[src/rtl/core/bir_pkg.sv]
package bir_pkg;

  localparam logic OP_WRITE   = 1'b0;
  localparam logic OP_COMPUTE = 1'b1;

  localparam logic [1:0] CFG_SRC_ROWS = 2'd0;
  localparam logic [1:0] CFG_SRC_COLS = 2'd1;
  localparam logic [1:0] CFG_DST_ROWS = 2'd2;
  localparam logic [1:0] CFG_DST_COLS = 2'd3;

  localparam int SRC_W   = 9;
  localparam int DST_W   = 13;
  localparam int COORD_W = 12;
  localparam int PIX_W   = 8;

  localparam logic [1:0] COMP_GAP = 2'd3;

  typedef struct packed {
    logic                opcode;
    logic [COORD_W-1:0]  row;
    logic [COORD_W-1:0]  col;
    logic [PIX_W-1:0]    pixel;
  } bir_in_t;

  typedef struct packed {
    logic [PIX_W-1:0] value;
    logic             status;
  } bir_out_t;

  typedef struct packed {
    logic             vld;
    logic             comp;
    logic             oor;
    logic             wr_ok;
    logic [PIX_W-1:0] pix;
  } bir_ctl_t;

endpackage

[src/rtl/core/bir_axis_div.sv]
module bir_axis_div import bir_pkg::*; #(
  parameter int FRAC_BITS = 8
) (
  input  logic                        clk,
  input  logic [COORD_W-1:0]          idx,
  input  logic [SRC_W-1:0]            size,
  input  logic [DST_W-1:0]            dvs,
  output logic [SRC_W+FRAC_BITS-1:0]  quo
);

  localparam int Q  = SRC_W + FRAC_BITS;
  localparam int NW = COORD_W + SRC_W;

  logic [NW-1:0]    num_r;
  logic [DST_W-1:0] rem_r [Q];
  logic [Q-1:0]     sh_r  [Q];

  always_ff @(posedge clk) begin
    num_r <= NW'(idx) * NW'(size);
  end

  for (genvar k = 0; k < Q; k++) begin : g_stage
    logic [DST_W-1:0] rem_in;
    logic [Q-1:0]     sh_in;
    logic [DST_W:0]   trial;
    logic             ge;

    if (k == 0) begin : g_first
      assign rem_in = DST_W'(num_r[NW-1:SRC_W]);
      assign sh_in  = {num_r[SRC_W-1:0], {FRAC_BITS{1'b0}}};
    end else begin : g_next
      assign rem_in = rem_r[k-1];
      assign sh_in  = sh_r[k-1];
    end

    assign trial = {rem_in, sh_in[Q-1]};
    assign ge    = trial >= {1'b0, dvs};

    always_ff @(posedge clk) begin
      rem_r[k] <= ge ? DST_W'(trial - {1'b0, dvs}) : trial[DST_W-1:0];
      sh_r[k]  <= {sh_in[Q-2:0], ge};
    end
  end

  assign quo = sh_r[Q-1];

endmodule

[config.mk]
export PLATFORM = sky130hd
export DESIGN_NAME = bir_axis_div
export DESIGN_NICKNAME = d
export VERILOG_FILES = /design/src/rtl/core/bir_pkg.sv /design/src/rtl/core/bir_axis_div.sv
export SDC_FILE = /design/constraint.sdc
export NUM_CORES = 1
export LEC_CHECK = 0
export CAP_MARGIN = 20
export CORE_MARGIN = 2
export CORE_UTILIZATION = 30
export DETAILED_ROUTE_END_ITERATION = 10
export DONT_BUFFER_PORTS = 1
export GPL_ROUTABILITY_DRIVEN = 1
export PLACE_DENSITY_LB_ADDON = 0.05
export RECOVER_POWER = 25
export SETUP_SLACK_MARGIN = 0.1
export SLEW_MARGIN = 20
export SYNTH_ARGS = -nofsm -noshare
export SYNTH_HDL_FRONTEND = slang
export SYNTH_SLANG_ARGS = --single-unit
[constraint.sdc]
create_clock -name clk -period 5.3 [get_ports clk]
set_input_delay 0.795 -clock clk [delete_from_list [all_inputs] [get_ports clk]]
set_output_delay 0.795 -clock clk [all_outputs]
set_load 0.1 [all_outputs]
==> run metrics, run 1 <==
simple-gate share of the synthesized area 11.8%; die area 81,500 µm²; I/O Buffers 0; worst rel slew slack 36.7%; pin count of the biggest net entering global routing 28; pre-CTS setup slack 0.354 ns; hold buffer count at CTS 0; Final GP Congestion 0.832; worst skew pair latency 0.59 ns; Avg WL per Cell 16.4 µm; Die Wd 285 µm; nets@finish 2,855; Max-cap violations 0; CP required 5.82 ns; post-synthesis cell type count 71; class of the worst hold path register to register; main combinational cell family by area after synthesis adder cells; Top FF cell, synth dfxtp_1; TritonCTS clock tree yes; share of the synthesized area in the top cell type 35.2%; Cells after Synth 2,423; DP HPWL 44,500 µm; outcome complete, no violations; total placed cells including tap cells 3,469; Setup WS post-layout 0.988 ns; Layout Cells excl Fill 3,563; Sink Count 418; # IOs 52; setup bufs post-CTS 0; Post-synth EDFFs 0; CP Launch Type input port; maximum clock path buffer count 3; setup violators final 0; Clk pin slew, worst setup/hold paths 0.06 ns; Worst VDD drop 0.288 mV; Net Count, Synth 2,806; Gates resized, CTS repair 0; vias after detailed routing 17.1k; total of warnings raised by yosys 0; post-synth top area cell dfxtp_1; Worst Clk Skew 0.0116 ns; RSZ-0062 raised after global routing false; measured slew at the worst slew-check pin 0.948 ns; overflow left after global routing 0; Post-Synth Adder-Cell Area 21.1%; starting density of the core 30.2%; Worst Setup Path Type input port to register; area grow syn2layout 14.0%; first-pass GRT wire length 93,500 µm; Rows 103; layout cell share with drive strength beyond 1 11.4%; multiplexer area fraction after synthesis 7.83%; Final period util 81.4%; synth top area cells dfxtp_1 35%, ha_1 14%, fa_1 7.3%; setup_tns 0 ns; most frequent cells after synthesis 418 x dfxtp_1, 261 x ha_1, 179 x a21oi_1; # DRC 0; fin. max-slew vios 0; cell area after synthesis 23,800 µm²; Synth Area in XOR/XNOR 5.05%; n_diodes 0; Final Hold Viols 0; pwr/cell area 741 nW/µm²; all-layer global routing usage 14.3%; synthesized flop and latch total 418; count leader, synth dfxtp_1; Async S/R FF share, synth 0%; clk root buf clkbuf_16; vias per inst 4.79; DRT iter0 DRCs 754; Max Clk Rate 232 MHz; nature of the critical path endpoint register; die height 285 µm; static leakage 11.8 nW; Final ANT Viol Nets 0; Worst EP arrival 4.83 ns; DRT Pass-1 Iters 5; Core Region 78,700 µm²; fin crit period 4.31 ns; final wirelength 58,300 µm; total power 20.1 mW; syn avg cell area 9.81 µm²; Compound-Gate Fraction of Synth Area 15.6%; sequential fraction of the synthesis area 35.2%; number of global-route vias before repair 17.3k; H-Tree Depth 2; initial antenna violation count 0; crit path max fanout 9; total CTS buffers 51
[report_power, final]
group / switching, mW / total, mW / internal (mW)
logic: 5.26 / 10.3 / 5.00
registers: 1.14 / 5.94 / 4.81
clock network: 1.43 / 3.86 / 2.42
[sequential cells by signal, indices dropped and copies added, names as in the netlist]
name and count:
rem_r 208, sh_r 189, num_r 21
[cell families after synthesis]
logic type / count (synthesis)
AOI/OAI and AO/OA: 582
and+or+nand+nor: 562
DFF: 418
adders and majority gates: 348
buffers and inverters: 210
muxes: 166
xor gates and xnor gates: 137
[stage by stage]
step	util, %	hold WS [ns]	instance area [µm²]
5_1_grt	34.4	0.326	27100
6_report	34.4	0.316	27100
3_3_place_gp	32.0	0.310	25200
2_1_floorplan	-	0.310	23800
4_1_cts	34.4	0.305	27100
3_5_place_dp	32.0	0.312	25200
[critical path, cell delays in order]
cell and delay, ns:
nand2_1 0.06, fa_1 0.50, fa_1 0.52, inv_1 0.05, ha_1 0.26, inv_1 0.05, fa_1 0.52, inv_1 0.07
fa_1 0.47, a211oi_1 0.32, o211a_1 0.25, o21ai_0 0.13, buf_4 0.17, a31oi_1 0.23, o21ai_0 0.11, a21oi_1 0.19
xnor2_1 0.13
[layer usage]
layer  global-route usage (%)  vias to the layer above  part of all wire, %
met5                        0                        -                    0
met4                     3.49                        0                  2.0
met3                     2.23                       77                  3.4
met2                     23.7                      252                   46
met1                     19.4                     8074                   49
li1                         -                     8672                    -
[placed cells by master (no fill, tap or decap), types with 60 or more instances in the layout]
cell / instances
nor2_1: 143
mux2_2: 132
nand2_1: 127
ha_1: 261
xnor2_1: 90
fa_1: 87
dfxtp_1: 418
o21a_1: 60
inv_1: 170
o21ai_0: 128
and2_1: 66
a21oi_1: 179
[cell type report]
type / count / area, µm²
fillers: 8000 / 51700
multi-input cells: 1795 / 14600
flip-flops and latches: 418 / 8370
clock buffers: 61 / 1400
well taps: 1050 / 1310
inverters: 170 / 638
clock inverters: 33 / 489
repair buffers: 36 / 283
[path summary, 6_finish.rpt]
kind	cells after the start	to	slack [ns]	start
max	17	num_r[20]$_DFF_P_	0.99	idx[3]
min	0	sh_r[2][16]$_DFF_P_	0.32	sh_r[1][15]$_DFF_P_
max reg2reg	11	rem_r[0][106]$_DFF_P_	2.04	sh_r[7][16]$_DFF_P_
min reg2reg	0	sh_r[2][16]$_DFF_P_	0.32	sh_r[1][15]$_DFF_P_
Note: power is estimated with default switching activity, not from simulation.
==> inputs of run 2 (changes only) <==
==> constraint.sdc (replaced) <==
create_clock -name clk -period 3.5 [get_ports clk]
set_input_delay 0.525 -clock clk [delete_from_list [all_inputs] [get_ports clk]]
set_output_delay 0.525 -clock clk [all_outputs]
set_load 0.1 [all_outputs]
==> run metrics, run 2 (synthesis gave the netlist of run 1 again) <==
DRT iter0 DRCs 794 (+5.3%); Fillers 7,938 (-0.78%); clk root buf clkbuf_16; nets@finish 2,946 (+3.2%); die area 81,500 µm² (unchanged); Layout Cells excl Fill 3,652 (+2.5%); largest register by flop count rem_r; first-pass GRT wire length 94,100 µm (+0.63%); measured slew at the worst slew-check pin 1.13 ns (+0.181 ns); Clk pin slew, worst setup/hold paths 0.06 ns (about the same); all-layer global routing usage 14.3% (+0.029 points); Flop pwr share 28.0% (-1.6 points); starting density of the core 30.2% (unchanged); RSZ-0062 raised after global routing true; largest registers rem_r (208), sh_r (189), num_r (21); maximum clock path buffer count 3 (unchanged); Final GP Congestion 0.826 (-0.71%); Setup WS post-layout -0.0947 ns (-1.08 ns); vias after detailed routing 17.3k (+1.4%); overflow left after global routing 0 (unchanged); layout cell share with drive strength beyond 1 16.8% (+5.4 points); Rows 103 (unchanged); area grow syn2layout 19.0%; setup violators final 6 (+6); hold path depth 1 (+1); pin count of the biggest net entering global routing 28 (unchanged); fin. max-slew vios 0 (unchanged); DRT Pass-1 Iters 5 (unchanged); Avg WL per Cell 16.0 µm (-2.2%); TritonCTS clock tree yes; Max Clk Rate 278 MHz; Gate power share 54.4% (+3.3 points); Final ANT Viol Nets 0 (unchanged); crit path max fanout 9 (unchanged); die height 285 µm (unchanged); vias per inst 4.74 (-1.1%); CP Launch Type input port; Switch Pwr 12.3 mW (+58%); Max-cap violations 0 (unchanged); final wirelength 58,500 µm (+0.20%); worst rel slew slack 24.6% (-12 points); DP HPWL 44,300 µm (-0.42%); highest-count cells in the layout ignoring fill and taps 418 x dfxtp_1, 249 x ha_1, 176 x a21oi_1; pwr/cell area 1140 nW/µm² (+53%); # DRC 0 (unchanged); fin crit period 3.59 ns; n_diodes 0 (unchanged); outcome finished with violations; H-Tree Depth 2 (unchanged); Worst R2R Path Depth 11 (unchanged); Worst VDD drop 0.397 mV (+37%); total placed cells including tap cells 3,557 (+2.5%); Core Region 78,700 µm² (unchanged); Worst Setup Path Type input port to register; Die Wd 285 µm (unchanged); Final period util 103%; I/O Buffers 0 (unchanged); nature of the critical path endpoint register; total CTS buffers 51 (unchanged); class of the worst hold path input port to register; initial antenna violation count 1 (+1); # IOs 52 (unchanged); static leakage 12.4 nW (+4.5%); CP required 3.96 ns (-1.86 ns); commonest non-fill, non-tap cell in the layout dfxtp_1; number of global-route vias before repair 17.6k (+1.7%); Worst EP arrival 4.05 ns (-0.78 ns); worst skew pair latency 0.59 ns (about the same); Internal Pwr Total 19.8 mW (+62%); Final Hold Viols 0 (unchanged); Sink Count 418 (unchanged); Worst Clk Skew 0.0280 ns (+0.0164 ns); max reg flops 208 (unchanged); total power 32.1 mW (+60%); switching share of total power 38.4% (-0.62 points); failing checks setup timing; power share of the clock group 17.7% (-1.5 points)
run 2: cell type report:
type / instances / area, µm² / share of cell area [%]
Multi-Input combinational cell: 1795 / 15000 / 52.9
Clock inverter: 27 / 408 / 1.44
Sequential cell: 418 / 8370 / 29.6
Tap cell: 1050 / 1310 / 4.65
Clock buffer: 65 / 1430 / 5.06
Inverter: 170 / 638 / 2.26
Timing Repair Buffer: 127 / 1160 / 4.09
run 2: worst max-delay path, stage by stage:
cell     delay, ns
nand2_8       0.03
fa_1          0.53
inv_1         0.05
fa_1          0.51
inv_2         0.04
fa_1          0.46
fa_1          0.51
inv_2         0.05
ha_4          0.28
buf_6         0.10
o21ai_4       0.05
o211a_4       0.27
o21ai_4       0.18
a31oi_2       0.12
o21ai_1       0.13
a21oi_1       0.08
xnor2_1       0.12
run 2: timing repair:
| item | CTS | global route |
|---|---|---|
| hold endpoints to repair | 0 | 0 |
| hold buffers | 0 | 0 |
| setup buffers | 0 | 3 |
| setup endpoints to repair | 9 | 9 |
| pin swaps | 14 | 28 |
| resized for setup | 5 | 23 |
run 2: worst paths after layout:
kind / start / end / slack (ns)
min: idx[0] / num_r[0]$_DFF_P_ / 0.06
max: idx[7] / num_r[20]$_DFF_P_ / -0.09
min reg2reg: sh_r[5][0]$_DFF_P_ / sh_r[6][1]$_DFF_P_ / 0.31
max reg2reg: sh_r[5][16]$_DFF_P_ / rem_r[0][85]$_DFF_P_ / 0.58
run 2: stage by stage:
stage	hold WS (ns)	util (%)	cell area, µm²	setup slack, ns	setup TNS, ns
finish	0.0640	35.9	28300	-0.0947	-0.411
floorplan	0.310	-	24100	-0.713	-5.36
detailed placement	0.312	33.4	26300	-0.853	-7.36
global route	0.0392	35.9	28300	-0.219	-1.17
CTS	0.0193	35.7	28100	-0.106	-0.467
global placement	0.310	33.4	26300	-0.798	-7.17
run 2: power groups by stage:
stage	logic, mW	registers (mW)	clock network, mW
floorplan	13.0	8.63	0
global placement	17.0	9.12	0
detailed placement	17.1	9.12	0
CTS	17.3	9.04	5.90
global route	19.6	9.24	6.09
finish	17.5	8.98	5.67
run 2: metal layers:
metal	wire [µm]	GRT usage (%)	up-vias	share of wire, %
met5	0	0	-	0
met4	1310	3.91	0	2.2
met3	2060	2.20	72	3.5
met2	26700	23.8	226	46
met1	28400	19.2	8156	49
li1	-	-	8853	-
==> inputs of run 3 (changes only) <==
--- a/config.mk
+++ b/config.mk
@@ -6,11 +6,11 @@
 export NUM_CORES = 1
 export LEC_CHECK = 0
 export CAP_MARGIN = 20
-export CORE_MARGIN = 2
 export CORE_UTILIZATION = 30
 export DETAILED_ROUTE_END_ITERATION = 10
 export DONT_BUFFER_PORTS = 1
 export GPL_ROUTABILITY_DRIVEN = 1
+export GPL_TIMING_DRIVEN = 0
 export PLACE_DENSITY_LB_ADDON = 0.05
 export RECOVER_POWER = 25
 export SETUP_SLACK_MARGIN = 0.1
==> constraint.sdc (replaced) <==
create_clock -name clk -period 4.6 [get_ports clk]
set_input_delay 0.69 -clock clk [delete_from_list [all_inputs] [get_ports clk]]
set_output_delay 0.69 -clock clk [all_outputs]
set_load 0.1 [all_outputs]
==> run metrics, run 3 (synthesis gave the netlist of run 1 again) <==
WP buf/inv 4 (unchanged); vias per inst 4.81 (+1.4%); initial antenna violation count 1 (unchanged); nets@finish 2,865 (-2.7%); GR Layer Usage met1 19.7% (+0.44 points); CP Launch Type input port; Fillers 7,925 (-0.16%); fin util 34.7% (-1.2 points); number of global-route vias before repair 17.6k (+0.011%); class of the worst hold path input port to register; pwr/cell area 853 nW/µm² (-25%); area grow syn2layout 13.8%; die height 283 µm (-0.70%); vias after detailed routing 17.1k (-1.1%); crit path max-delay cell type fa_1; worst skew pair latency 0.59 ns (about the same); largest registers rem_r (208), sh_r (189), num_r (21); Worst VDD drop 0.279 mV (-30%); first-pass GRT wire length 94,800 µm (+0.76%); maximum clock path buffer count 3 (unchanged); all-layer global routing usage 14.7% (+0.35 points); Placed Area 25,200 µm² (-4.0%); DRT Pass-1 Iters 5 (unchanged); Core Region 78,000 µm² (-0.97%); crit-path cells clkbuf_2, nand2_1, fa_1, inv_1, fa_1, inv_1, fa_1, fa_1, inv_1, ha_1, o21ai_0, nor2_1, o31a_1, o2111ai_2, nand3_2, a41oi_2, xnor2_1; Worst path max stage delay 0.54 ns (about the same); n_diodes 0 (unchanged); Clk pin slew, worst setup/hold paths 0.05 ns (about the same); commonest non-fill, non-tap cell in the layout dfxtp_1; highest-count cells in the layout ignoring fill and taps 418 x dfxtp_1, 258 x ha_1, 179 x a21oi_1; measured slew at the worst slew-check pin 1.03 ns (-0.105 ns); Final GP Congestion 0.823 (-0.34%); I/O Buffers 0 (unchanged); CP startpoint size[1]; Sequential cell area 8370 µm² (unchanged); Die Wd 283 µm (-0.70%); RSZ-0062 raised after global routing false; total CTS buffers 51 (unchanged); min-delay src idx[0]; # DRC 0 (unchanged); Max-cap violations 0 (unchanged); total placed cells including tap cells 3,468 (-2.5%); fin crit period 4.26 ns; met3 GRT Util 2.36% (+0.16 points); max reg flops 208 (unchanged); outcome complete, no violations; Worst Setup Path Type input port to register; GR Util met2 24.1% (+0.36 points); Largest delay share family, worst path adder cells; r2r startpoint sh_r[4][16]$_DFF_P_; Setup WS post-layout 0.338 ns (+0.432 ns); largest register by flop count rem_r; Sink Count 418 (unchanged); overflow left after global routing 0 (unchanged); Worst Clk Skew 0.0180 ns (-0.00997 ns); DP HPWL 44,000 µm (-0.64%); Final period util 92.7%; H-Tree Depth 2 (unchanged); layout cell share with drive strength beyond 1 11.5% (-5.3 points); DRT iter0 DRCs 748 (-5.8%); total power 23.1 mW (-28%); CP required 5.10 ns (+1.14 ns); clk root buf clkbuf_16; worst rel slew slack 31.6% (+7.0 points); die area 80,400 µm² (-1.4%); fin. max-slew vios 0 (unchanged); setup_tns 0 ns (+0.411 ns); Max Clk Rate 235 MHz; setup bufs post-CTS 0 (unchanged); starting density of the core 30.5% (+0.30 points); grt peak-use layer met2; Worst EP arrival 4.77 ns (+0.72 ns); # IOs 52 (unchanged); pin count of the biggest net entering global routing 19 (-32%); Final ANT Viol Nets 0 (unchanged); final wirelength 59,000 µm (+1.0%); pre-CTS setup slack -0.411 ns (+0.441 ns); Multi-input gate area 14,700 µm² (-1.9%); Avg WL per Cell 16.6 µm (+3.6%); hold buffer count at CTS 0 (unchanged); Gates resized, CTS repair 0 (-5); crit path max fanout 10 (+1); cell area after layout 27,100 µm² (-4.3%); Layout Cells excl Fill 3,562 (-2.5%); Min Hold Slack 0.231 ns (+0.167 ns); static leakage 11.8 nW (-4.9%); setup violators final 0 (-6); Final Hold Viols 0 (unchanged); nature of the critical path endpoint register; TritonCTS clock tree yes; Rows 102 (-0.97%); crit-path most repeated cell fa_1
-- run 3: cell count changes in the layout (fill, tap and decap cells not counted), moves of 6 or more --
cell,change
clkbuf_2,+6
ha_4,-8
clkbuf_1,+25
and2_4,-8
buf_12,-10
nand2_1,+12
nand2_2,-8
ha_1,+9
buf_2,+11
and2_1,+8
buf_4,-106
-- run 3: layer usage --
layer / wire length [µm] / vias to the layer above
met5: 0 / -
li1: - / 8682
met1: 28900 / 8058
met4: 1370 / 0
met3: 2250 / 86
met2: 26500 / 291
-- run 3: power breakdown --
group / switching, mW / internal, mW
clock network: 1.58 / 2.54
registers: 1.32 / 5.54
logic: 6.28 / 5.80
-- run 3: path summary, 6_finish.rpt --
kind / end / slack (ns) / cells past startpoint
min reg2reg: sh_r[6][2]$_DFF_P_ / 0.31 / 0
max: num_r[17]$_DFF_P_ / 0.34 / 17
min: num_r[0]$_DFF_P_ / 0.23 / 1
max reg2reg: rem_r[0][76]$_DFF_P_ / 1.08 / 11
-- run 3: final cells by class --
type                            instances  share of cell area, %
Buffer                                 40                  0.731
Clock buffer                           72                   5.39
Clock inverter                         21                   1.06
Inverter                              170                   2.36
Multi-Input combinational cell       1795                   54.2
Sequential cell                       418                   30.9
Tap cell                             1040                   4.81
Timing Repair Buffer                    6                  0.472
-- run 3: worst reg2reg max path, stage by stage (launching register included) --
cell	delay (ns)
dfxtp_1	0.30
inv_1	0.05
ha_1	0.20
fa_1	0.41
nor2b_1	0.18
o31a_1	0.19
nor3_1	0.06
o21ai_0	0.59
a41oi_1	0.15
o21ai_1	0.52
buf_2	0.37
mux2_2	0.39
